$ cat config.mk
export PLATFORM = sky130hd
export DESIGN_NAME = pulse_width_link_controller_flat
export DESIGN_NICKNAME = d
export VERILOG_FILES = /design/src/sv/pwl_pkg.sv /design/src/sv/pwl_if.sv /design/src/sv/pulse_width_link_controller.sv /design/src/flat_wrapper.sv
export SDC_FILE = /design/constraint.sdc
export NUM_CORES = 1
export LEC_CHECK = 0
export BUFFER_PORTS_ARGS = -buffer_cell sky130_fd_sc_hd__buf_4
export CELL_PAD_IN_SITES_DETAIL_PLACEMENT = 1
export CELL_PAD_IN_SITES_GLOBAL_PLACEMENT = 2
export CORE_MARGIN = 1.5
export CORE_UTILIZATION = 46
export DETAILED_ROUTE_END_ITERATION = 10
export GPL_TIMING_DRIVEN = 1
export PLACE_DENSITY_LB_ADDON = 0.1
export SETUP_SLACK_MARGIN = 0.02
export SLEW_MARGIN = 0
export SYNTH_ARGS = -nofsm -noshare
export SYNTH_HDL_FRONTEND = slang
export SYNTH_SLANG_ARGS = --single-unit
export TNS_END_PERCENT = 10
$ cat constraint.sdc
create_clock -name clk_i -period 13.7 [get_ports clk_i]
set_clock_uncertainty 0.15 [all_clocks]
set_input_delay 1.37 -clock clk_i [delete_from_list [all_inputs] [get_ports clk_i]]
set_output_delay 1.37 -clock clk_i [all_outputs]
set_load 0.05 [all_outputs]
$ cat src/sv/pwl_pkg.sv
// Shared constants for the pulse width link controller.
// Used by the channel interfaces and the top level; no dependencies.
`default_nettype none

package pwl_pkg;

  // Message and queue geometry
  localparam int unsigned MsgBits    = 88;
  localparam int unsigned LowW       = 64;
  localparam int unsigned HighW      = 24;
  localparam int unsigned QueueDepth = 8;
  localparam int unsigned QIdxW      = (QueueDepth > 1) ? $clog2(QueueDepth) : 1;
  localparam int unsigned FillW      = $clog2(QueueDepth + 1);

  // Channel field widths
  localparam int unsigned ReqW       = 2;
  localparam int unsigned PulseW     = 16;
  localparam int unsigned LevelW     = 4;
  localparam int unsigned PhaseW     = 3;
  localparam int unsigned BitPosW    = 7;

  // Header layout
  localparam int unsigned HeaderLen  = 8;
  localparam int unsigned PosReady   = 1;
  localparam int unsigned PosPending = 4;
  localparam int unsigned PosInit    = 7;
  localparam int unsigned HdrDataBit = 0;
  localparam int unsigned HdrCedeBit = 4;

  // Request codes
  localparam logic [ReqW-1:0] ReqPulse = 2'd0;
  localparam logic [ReqW-1:0] ReqLoad  = 2'd1;
  localparam logic [ReqW-1:0] ReqPop   = 2'd2;

  // Configuration port
  localparam int unsigned CfgIdxW  = 3;
  localparam int unsigned CfgDataW = 16;
  localparam logic [CfgIdxW-1:0] CfgPresyncMin = 3'd0;
  localparam logic [CfgIdxW-1:0] CfgPresyncMax = 3'd1;
  localparam logic [CfgIdxW-1:0] CfgSyncMin    = 3'd2;
  localparam logic [CfgIdxW-1:0] CfgSyncMax    = 3'd3;
  localparam logic [CfgIdxW-1:0] CfgZeroMin    = 3'd4;
  localparam logic [CfgIdxW-1:0] CfgZeroMax    = 3'd5;
  localparam logic [CfgIdxW-1:0] CfgReady      = 3'd6;
  localparam logic [CfgIdxW-1:0] CfgInit       = 3'd7;

endpackage

`default_nettype wire

$ cat src/sv/pwl_if.sv
// Valid/ready channels of the pulse width link controller: request and result.
// Depends on pwl_pkg for field widths.
`default_nettype none

interface pwl_req_if;
  logic                        valid;
  logic                        ready;
  logic [pwl_pkg::ReqW-1:0]    req_type;
  logic [pwl_pkg::PulseW-1:0]  pulse_width;
  logic [pwl_pkg::LowW-1:0]    out_low;
  logic [pwl_pkg::HighW-1:0]   out_high;

  modport source (output valid, req_type, pulse_width, out_low, out_high, input ready);
  modport sink (input valid, req_type, pulse_width, out_low, out_high, output ready);
endinterface

interface pwl_res_if;
  logic                        valid;
  logic                        ready;
  logic                        drive_pulse;
  logic                        msg_valid;
  logic [pwl_pkg::LowW-1:0]    msg_low;
  logic [pwl_pkg::HighW-1:0]   msg_high;
  logic                        dropped;
  logic [pwl_pkg::LevelW-1:0]  queue_level;
  logic [pwl_pkg::PhaseW-1:0]  link_phase;

  modport source (output valid, drive_pulse, msg_valid, msg_low, msg_high, dropped,
                  queue_level, link_phase, input ready);
  modport sink (input valid, drive_pulse, msg_valid, msg_low, msg_high, dropped,
                queue_level, link_phase, output ready);
endinterface

`default_nettype wire

$ cat src/sv/pulse_width_link_controller.sv
// Pulse width link controller, remote side: link state machine, outbound
// shift register, receive shift register and received-message queue.
// Depends on pwl_pkg and the channel interfaces in pwl_if.sv.
// The result is registered and is valid in the cycle after the request transfer.
// Throughput: one request per cycle while results are taken; the result register frees as it is taken.
// Reset clears link state, queue pointers and the result valid; registers
// 0-5 reset to 0, ready_flag_q and init_flag_q to 1. Queue entries
// hold no reset value and are only read after being written.
`default_nettype none

module pulse_width_link_controller (
  input  logic                          clk_i,
  input  logic                          rst_ni,
  input  logic                          cfg_we_i,
  input  logic [pwl_pkg::CfgIdxW-1:0]   cfg_idx_i,
  input  logic [pwl_pkg::CfgDataW-1:0]  cfg_data_i,
  pwl_req_if.sink                       req_i,
  pwl_res_if.source                     res_o
);

  typedef enum logic [pwl_pkg::PhaseW-1:0] {
    PhAwait     = 3'd0,
    PhPresync   = 3'd1,
    PhRemoteHdr = 3'd2,
    PhPlayerHdr = 3'd3,
    PhReceive   = 3'd4,
    PhSend      = 3'd5
  } phase_e;

  typedef logic [pwl_pkg::MsgBits-1:0] msg_t;

  // Configuration
  logic [pwl_pkg::PulseW-1:0] presync_min_q, presync_max_q, sync_min_q, sync_max_q;
  logic [pwl_pkg::PulseW-1:0] zero_min_q, zero_max_q;
  logic                       ready_flag_q, init_flag_q;

  // Link state
  phase_e                        phase_q, phase_d;
  logic [pwl_pkg::BitPosW-1:0]   bitpos_q, bitpos_d;
  logic [pwl_pkg::HeaderLen-1:0] header_q, header_d;
  msg_t                          rx_q, rx_d;
  msg_t                          tx_q, tx_d;
  logic                          pending_q, pending_d;

  // Queue
  msg_t                          store_q [pwl_pkg::QueueDepth];
  logic [pwl_pkg::QIdxW-1:0]     head_q, head_d;
  logic [pwl_pkg::FillW-1:0]     fill_q, fill_d;
  logic [pwl_pkg::QIdxW:0]       tail_sum;
  logic [pwl_pkg::QIdxW-1:0]     tail;
  logic                          push;
  msg_t                          rx_full;

  // Result register
  logic                          res_valid_q;
  logic                          drive_q, drive_d;
  logic                          mvalid_q, mvalid_d;
  msg_t                          msg_q, msg_d;
  logic                          dropped_q, dropped_d;

  logic                          accept;
  logic                          in_bit;
  logic [pwl_pkg::HeaderLen-1:0] header_upd;

  function automatic logic strictly_inside(input logic [pwl_pkg::PulseW-1:0] lo,
                                           input logic [pwl_pkg::PulseW-1:0] hi,
                                           input logic [pwl_pkg::PulseW-1:0] v);
    return (v > lo) && (v < hi);
  endfunction

  assign req_i.ready = !res_valid_q || res_o.ready;
  assign accept      = req_i.valid && req_i.ready;

  // A width inside the zero window reads as data zero
  assign in_bit  = !strictly_inside(zero_min_q, zero_max_q, req_i.pulse_width);
  assign rx_full = {in_bit, rx_q[pwl_pkg::MsgBits-1:1]};

  always_comb begin
    header_upd = header_q;
    header_upd[bitpos_q[$clog2(pwl_pkg::HeaderLen)-1:0]] = in_bit;
  end

  // Wrap head plus fill into the queue index range
  assign tail_sum = {1'b0, head_q} + fill_q[pwl_pkg::QIdxW:0];
  assign tail = (tail_sum >= (pwl_pkg::QIdxW+1)'(pwl_pkg::QueueDepth))
              ? pwl_pkg::QIdxW'(tail_sum - (pwl_pkg::QIdxW+1)'(pwl_pkg::QueueDepth))
              : tail_sum[pwl_pkg::QIdxW-1:0];

  always_comb begin
    phase_d   = phase_q;
    bitpos_d  = bitpos_q;
    header_d  = header_q;
    rx_d      = rx_q;
    tx_d      = tx_q;
    pending_d = pending_q;
    head_d    = head_q;
    fill_d    = fill_q;
    push      = 1'b0;
    drive_d   = 1'b0;
    mvalid_d  = 1'b0;
    msg_d     = '0;
    dropped_d = 1'b0;

    case (req_i.req_type)
      pwl_pkg::ReqPulse: begin
        case (phase_q)
          PhAwait: begin
            if (strictly_inside(presync_min_q, presync_max_q, req_i.pulse_width)) begin
              phase_d = PhPresync;
            end else begin
              header_d = '0;
              bitpos_d = '0;
            end
          end
          PhPresync: begin
            // The sync pulse doubles as remote header position 0
            if (strictly_inside(sync_min_q, sync_max_q, req_i.pulse_width)) begin
              phase_d  = PhRemoteHdr;
              bitpos_d = pwl_pkg::BitPosW'(1);
            end else begin
              phase_d  = PhAwait;
              header_d = '0;
              bitpos_d = '0;
            end
          end
          PhRemoteHdr: begin
            bitpos_d = bitpos_q + 1'b1;
            if (bitpos_q == pwl_pkg::BitPosW'(pwl_pkg::PosReady)) begin
              drive_d = ready_flag_q;
            end else if (bitpos_q == pwl_pkg::BitPosW'(pwl_pkg::PosPending)) begin
              drive_d = pending_q;
            end else if (bitpos_q == pwl_pkg::BitPosW'(pwl_pkg::PosInit)) begin
              drive_d = init_flag_q;
            end else if (bitpos_q >= pwl_pkg::BitPosW'(pwl_pkg::HeaderLen)) begin
              bitpos_d = '0;
              header_d = '0;
              phase_d  = PhPlayerHdr;
            end
          end
          PhPlayerHdr: begin
            header_d = header_upd;
            bitpos_d = bitpos_q + 1'b1;
            if (bitpos_q == pwl_pkg::BitPosW'(pwl_pkg::HeaderLen - 1)) begin
              bitpos_d = '0;
              if (!header_upd[pwl_pkg::HdrDataBit] && !header_upd[pwl_pkg::HdrCedeBit]) begin
                phase_d = PhReceive;
              end else if (header_upd[pwl_pkg::HdrCedeBit] && pending_q) begin
                phase_d = PhSend;
              end else begin
                phase_d = PhAwait;
              end
            end
          end
          PhSend: begin
            if (bitpos_q < pwl_pkg::BitPosW'(pwl_pkg::MsgBits)) begin
              // Shift out LSB first
              drive_d  = tx_q[0];
              tx_d     = {1'b0, tx_q[pwl_pkg::MsgBits-1:1]};
              bitpos_d = bitpos_q + 1'b1;
            end else begin
              pending_d = 1'b0;
              tx_d      = '0;
              header_d  = '0;
              bitpos_d  = '0;
              phase_d   = PhAwait;
            end
          end
          PhReceive: begin
            // Shift in at the top; after the last bit, bit 0 sits at position 0
            rx_d     = rx_full;
            bitpos_d = bitpos_q + 1'b1;
            if (bitpos_q == pwl_pkg::BitPosW'(pwl_pkg::MsgBits - 1)) begin
              if (fill_q < pwl_pkg::FillW'(pwl_pkg::QueueDepth)) begin
                push   = 1'b1;
                fill_d = fill_q + 1'b1;
              end else begin
                dropped_d = 1'b1;
              end
              rx_d     = '0;
              header_d = '0;
              bitpos_d = '0;
              phase_d  = PhAwait;
            end
          end
          default: begin
            header_d = '0;
            bitpos_d = '0;
            phase_d  = PhAwait;
          end
        endcase
      end
      pwl_pkg::ReqLoad: begin
        if (phase_q != PhSend) begin
          tx_d      = {req_i.out_high, req_i.out_low};
          pending_d = 1'b1;
        end
      end
      pwl_pkg::ReqPop: begin
        if (fill_q != '0) begin
          mvalid_d = 1'b1;
          msg_d    = store_q[head_q];
          head_d   = (head_q == pwl_pkg::QIdxW'(pwl_pkg::QueueDepth - 1))
                   ? '0 : head_q + 1'b1;
          fill_d   = fill_q - 1'b1;
        end
      end
      default: ;
    endcase
  end

  always_ff @(posedge clk_i or negedge rst_ni) begin
    if (!rst_ni) begin
      presync_min_q <= '0;
      presync_max_q <= '0;
      sync_min_q    <= '0;
      sync_max_q    <= '0;
      zero_min_q    <= '0;
      zero_max_q    <= '0;
      ready_flag_q  <= 1'b1;
      init_flag_q   <= 1'b1;
    end else if (cfg_we_i) begin
      case (cfg_idx_i)
        pwl_pkg::CfgPresyncMin: presync_min_q <= cfg_data_i;
        pwl_pkg::CfgPresyncMax: presync_max_q <= cfg_data_i;
        pwl_pkg::CfgSyncMin:    sync_min_q    <= cfg_data_i;
        pwl_pkg::CfgSyncMax:    sync_max_q    <= cfg_data_i;
        pwl_pkg::CfgZeroMin:    zero_min_q    <= cfg_data_i;
        pwl_pkg::CfgZeroMax:    zero_max_q    <= cfg_data_i;
        pwl_pkg::CfgReady:      ready_flag_q  <= cfg_data_i[0];
        pwl_pkg::CfgInit:       init_flag_q   <= cfg_data_i[0];
        default: ;
      endcase
    end
  end

  always_ff @(posedge clk_i or negedge rst_ni) begin
    if (!rst_ni) begin
      phase_q     <= PhAwait;
      bitpos_q    <= '0;
      header_q    <= '0;
      rx_q        <= '0;
      tx_q        <= '0;
      pending_q   <= 1'b0;
      head_q      <= '0;
      fill_q      <= '0;
      res_valid_q <= 1'b0;
    end else begin
      if (accept) begin
        phase_q   <= phase_d;
        bitpos_q  <= bitpos_d;
        header_q  <= header_d;
        rx_q      <= rx_d;
        tx_q      <= tx_d;
        pending_q <= pending_d;
        head_q    <= head_d;
        fill_q    <= fill_d;
      end
      if (accept) begin
        res_valid_q <= 1'b1;
      end else if (res_o.ready) begin
        res_valid_q <= 1'b0;
      end
    end
  end

  // Queue storage and result payload
  always_ff @(posedge clk_i) begin
    if (accept && push) begin
      store_q[tail] <= rx_full;
    end
    if (accept) begin
      drive_q   <= drive_d;
      mvalid_q  <= mvalid_d;
      msg_q     <= msg_d;
      dropped_q <= dropped_d;
    end
  end

  assign res_o.valid       = res_valid_q;
  assign res_o.drive_pulse = drive_q;
  assign res_o.msg_valid   = mvalid_q;
  assign res_o.msg_low     = msg_q[pwl_pkg::LowW-1:0];
  assign res_o.msg_high    = msg_q[pwl_pkg::MsgBits-1:pwl_pkg::LowW];
  assign res_o.dropped     = dropped_q;
  assign res_o.queue_level = pwl_pkg::LevelW'(fill_q);
  assign res_o.link_phase  = phase_q;

  a_fill_bound: assert property (@(posedge clk_i) disable iff (!rst_ni)
    fill_q <= pwl_pkg::FillW'(pwl_pkg::QueueDepth))
    else $error("queue fill exceeds depth");

  a_result_follows: assert property (@(posedge clk_i) disable iff (!rst_ni)
    accept |=> res_o.valid)
    else $error("transfer produced no result");

  a_drop_when_full: assert property (@(posedge clk_i) disable iff (!rst_ni)
    (res_o.valid && res_o.dropped) |->
      (res_o.queue_level == pwl_pkg::LevelW'(pwl_pkg::QueueDepth)))
    else $error("message dropped while queue had room");

  a_drive_phase: assert property (@(posedge clk_i) disable iff (!rst_ni)
    (res_o.valid && res_o.drive_pulse) |->
      (res_o.link_phase == PhRemoteHdr || res_o.link_phase == PhSend))
    else $error("pulse driven outside remote header or send");

endmodule

`default_nettype wire
$ cat src/flat_wrapper.sv
// flat-port wrapper written by rule: the top's interface ports become plain ports
module pulse_width_link_controller_flat 
  (clk_i, rst_ni, cfg_we_i, cfg_idx_i, cfg_data_i, req_i_valid, req_i_req_type, req_i_pulse_width, req_i_out_low, req_i_out_high, req_i_ready, res_o_valid, res_o_drive_pulse, res_o_msg_valid, res_o_msg_low, res_o_msg_high, res_o_dropped, res_o_queue_level, res_o_link_phase, res_o_ready);
  pwl_req_if req_i_i ();
  pwl_res_if res_o_i ();
  input  logic clk_i;
  input  logic rst_ni;
  input  logic cfg_we_i;
  input  logic [pwl_pkg::CfgIdxW-1:0] cfg_idx_i;
  input  logic [pwl_pkg::CfgDataW-1:0] cfg_data_i;
  input wire logic [$bits(req_i_i.valid)-1:0] req_i_valid;
  input wire logic [$bits(req_i_i.req_type)-1:0] req_i_req_type;
  input wire logic [$bits(req_i_i.pulse_width)-1:0] req_i_pulse_width;
  input wire logic [$bits(req_i_i.out_low)-1:0] req_i_out_low;
  input wire logic [$bits(req_i_i.out_high)-1:0] req_i_out_high;
  output wire logic [$bits(req_i_i.ready)-1:0] req_i_ready;
  output wire logic [$bits(res_o_i.valid)-1:0] res_o_valid;
  output wire logic [$bits(res_o_i.drive_pulse)-1:0] res_o_drive_pulse;
  output wire logic [$bits(res_o_i.msg_valid)-1:0] res_o_msg_valid;
  output wire logic [$bits(res_o_i.msg_low)-1:0] res_o_msg_low;
  output wire logic [$bits(res_o_i.msg_high)-1:0] res_o_msg_high;
  output wire logic [$bits(res_o_i.dropped)-1:0] res_o_dropped;
  output wire logic [$bits(res_o_i.queue_level)-1:0] res_o_queue_level;
  output wire logic [$bits(res_o_i.link_phase)-1:0] res_o_link_phase;
  input wire logic [$bits(res_o_i.ready)-1:0] res_o_ready;
  assign req_i_i.valid = req_i_valid;
  assign req_i_i.req_type = req_i_req_type;
  assign req_i_i.pulse_width = req_i_pulse_width;
  assign req_i_i.out_low = req_i_out_low;
  assign req_i_i.out_high = req_i_out_high;
  assign req_i_ready = req_i_i.ready;
  assign res_o_valid = res_o_i.valid;
  assign res_o_drive_pulse = res_o_i.drive_pulse;
  assign res_o_msg_valid = res_o_i.msg_valid;
  assign res_o_msg_low = res_o_i.msg_low;
  assign res_o_msg_high = res_o_i.msg_high;
  assign res_o_dropped = res_o_i.dropped;
  assign res_o_queue_level = res_o_i.queue_level;
  assign res_o_link_phase = res_o_i.link_phase;
  assign res_o_i.ready = res_o_ready;
  pulse_width_link_controller u_core (.clk_i(clk_i), .rst_ni(rst_ni), .cfg_we_i(cfg_we_i), .cfg_idx_i(cfg_idx_i), .cfg_data_i(cfg_data_i), .req_i(req_i_i), .res_o(res_o_i));
endmodule
==> run summary <==
PnR Total Power -> 8.405 mW
mean post-synth cell area -> 16.27 um2
Routed WL per cell -> 23.85 um
Post-Syn Area -> 43700 um2
pre-CTS WS -> 7.519 ns
die width -> 311.2 um
Skew-Pair Late Insertion Delay -> 0.71 ns
Yosys cell types -> 62
max_slew headroom -> 0.1834
routed vias/inst -> 5.632
final core utilization -> 0.5405
warnings from Yosys -> 0
Mapped Cells -> 2686
Initial Utilization -> 0.4662
Tightest Pin Transition -> 1.215 ns
TNS Setup -> 0 ns
io pins -> 230
area of the die -> 96860 um2
EDFF count, synth -> 795
vias in the first global route -> 26.39k
initial antenna violation count -> 1
clock sinks -> 1089
Setup violations, final -> 0
Clock Path Buffers -> 3
top post-synthesis cells by area -> edfxtp_1 55%, dfrtp_1 17%, mux4_2 9.1%
RSZ-0062 raised after global routing -> no
initial detailed-routing violation count -> 2042
Initial DRT Pass Iterations -> 9
final WL -> 102100 um
Synth Net Count -> 2919
Num CTS Buffers -> 111
top cell type's share of synthesized area -> 0.5463
# DRC -> 0
Period Utilization, post-route -> 0.3918
Final ANT Viol Nets -> 0
Tmin final -> 5.367 ns
Hold Crit Class -> reg -> reg
# resized after CTS -> 0
register area share after synthesis -> 0.7146
asr flop ratio synth -> 0.2700
CTS tree -> done
Top FF cell, synth -> edfxtp_1
crit end category -> flop
Area Overhead vs Synth -> 15.95%
Worst Setup Start Kind -> input pin
Worst EP arrival -> 5.53 ns
Max Freq -> 0.1863 GHz
crit path kind -> in -> reg
Vias -> 24.12k
CP Max Fanout -> 43
Final Max Tran Viols -> 0
Worst EP required -> 13.86 ns
Total Routing Usage GR -> 0.2145
Final WS setup -> 8.333 ns
hold buffers post-CTS -> 0
layout cells sized above 1 -> 0.2293
leakage dissipation -> 17.69 nW
total of max-cap violations -> 0
Port Buffers -> 229
Detailed Place HPWL -> 59530 um
status -> finished, final reports clean
Rows -> 112
Post-CTS Setup Bufs -> 0
Max IR drop VDD -> 0.0001258 V
GR Overflow Total -> 0
pwr dens -> 165.9 nW/um2
Nets -> 3162
global-route wire length before repair -> 159100 um
clk slew on worst S/H paths -> 0.06 ns
Clock Tree Root -> clkbuf_16
Die H -> 311.2 um
pin count of the biggest net entering global routing -> 104
cell accounting for the most synthesized area -> edfxtp_1
core footprint -> 93750 um2
FF+latch count, synth -> 1089
placer congestion estimate -> 0.7399
CTS H-tree depth -> 3
Fin. Hold Viols -> 0
[through the flow]
step	hold WS [ns]	cell area [um2]	cells
after floorplan	0.2922	43700	2686
after global placement	0.3104	46870	4070
after detailed placement	0.3260	46870	4070
after CTS	0.3426	50670	4281
after global routing	0.3601	50670	4282
final	0.3441	50670	4282
[worst paths after layout]
check	from	end	slack [ns]	cells past startpoint
setup / recovery	res_o_ready	u_core.store_q[2][71]	8.33	10
hold / removal	u_core.tx_q[78]	u_core.tx_q[78]	0.34	2
setup reg to reg	u_core.res_o.valid	u_core.store_q[2][71]	8.73	9
hold reg to reg	u_core.tx_q[78]	u_core.tx_q[78]	0.34	2
max in group asynchronous	rst_ni	u_core.tx_q[34]	10.07	4
min in group asynchronous	rst_ni	u_core.zero_max_q[10]	0.50	1
[critical path, stage by stage]
cell and delay, ns:
buf_4 0.08, nand2b_1 0.13, nand2_1 0.20, inv_4 0.57
nand2_1 0.22, nor4_1 0.54, nand2b_1 0.34, nor2_4 0.77
buf_4 0.58, buf_4 0.66
[cells by family (layout without fill, tap and decap cells)]
| logic type | Yosys count | in the layout | share of synthesized area |
|---|---|---|---|
| multiplexers | 307 | 307 | 0.1219 |
| other | 0 | 1 | 0 |
| flip-flops | 1089 | 1089 | 0.7146 |
| XOR/XNOR | 7 | 7 | 0.001403 |
| AO/OA/AOI/OAI | 355 | 355 | 0.05420 |
| adder cells (fa/ha/maj) | 103 | 103 | 0.02983 |
| buffers and inverters | 325 | 666 | 0.02860 |
| AND/OR/NAND/NOR | 500 | 500 | 0.04944 |
[cells in the mapped netlist (6+ instances only)]
| library cell | number |
|---|---|
| dfrtp_1 | 292 |
| ha_1 | 101 |
| nor2_1 | 121 |
| nor3_1 | 17 |
| nand4_1 | 16 |
| or4_1 | 6 |
| mux2i_1 | 90 |
| o21ai_0 | 171 |
| buf_1 | 17 |
| a21oi_1 | 46 |
| edfxtp_1 | 795 |
| inv_1 | 187 |
| nand2b_1 | 12 |
| a222oi_1 | 86 |
| nand2_1 | 276 |
| mux4_2 | 176 |
| buf_2 | 21 |
| nor3b_1 | 6 |
| o211ai_1 | 6 |
| nand3_1 | 12 |
| xnor2_1 | 6 |
| mux2_2 | 41 |
| clkbuf_1 | 99 |
| a21o_1 | 11 |
[flip-flops by register name (all words and copies together) (netlist names), 7 cells and up]
register	cells
u_core.bitpos_q	7
u_core.presync_min_q	16
u_core.msg_q	88
u_core.tx_q	88
u_core.zero_max_q	16
u_core.store_q	704
u_core.rx_q	87
u_core.zero_min_q	16
u_core.presync_max_q	16
u_core.sync_min_q	16
u_core.sync_max_q	16
[area by class of cell]
type | count | area (um2)
Inverter | 187 | 704.4
Clock buffer | 136 | 2922
Sequential cell | 1089 | 31240
Timing Repair Buffer | 268 | 2032
Tap cell | 1254 | 1569
Fill cell | 8697 | 43080
Multi-Input combinational cell | 1272 | 11320
Antenna cell | 1 | 2.502
Clock inverter | 75 | 878.3
[layout by cell type (no fill, tap or decap), types with 6 or more instances in the layout]
cell type   netlist  final
edfxtp_1        795    795
dfrtp_1         292    289
nand2_1         276    273
buf_4             1    266
inv_1           187    186
mux4_2          176    176
o21ai_0         171    171
nor2_1          121    115
clkbuf_16         0    111
ha_1            101    101
mux2i_1          90     90
a222oi_1         86     86
a21oi_1          46     46
mux2_2           41     41
clkinv_2          0     23
clkbuf_1         99     20
clkinv_1          0     19
nand4_1          16     16
bufinv_16         0     16
nand2b_1         12     12
nand3_1          12     12
a21o_1           11     11
nor3_1           17     11
o211ai_1          6      6
or4_1             6      6
xnor2_1           6      6
nor2_4            0      6
nor3_2            0      6
clkinvlp_4        0      6
[layer usage]
metal	share of wire	GRT usage	vias up
met4	0.018	0.05565	0
met5	0	0	-
li1	-	-	10740
met3	0.046	0.03419	122
met1	0.44	0.2897	12710
met2	0.50	0.3636	547
[power breakdown]
part / switching [mW] / internal, mW / total [mW]
clock network: 1.29 / 1.83 / 3.12
logic: 0.773 / 0.607 / 1.38
registers: 0.206 / 3.69 / 3.90
No activity file was read; power rests on OpenSTA's default activity.
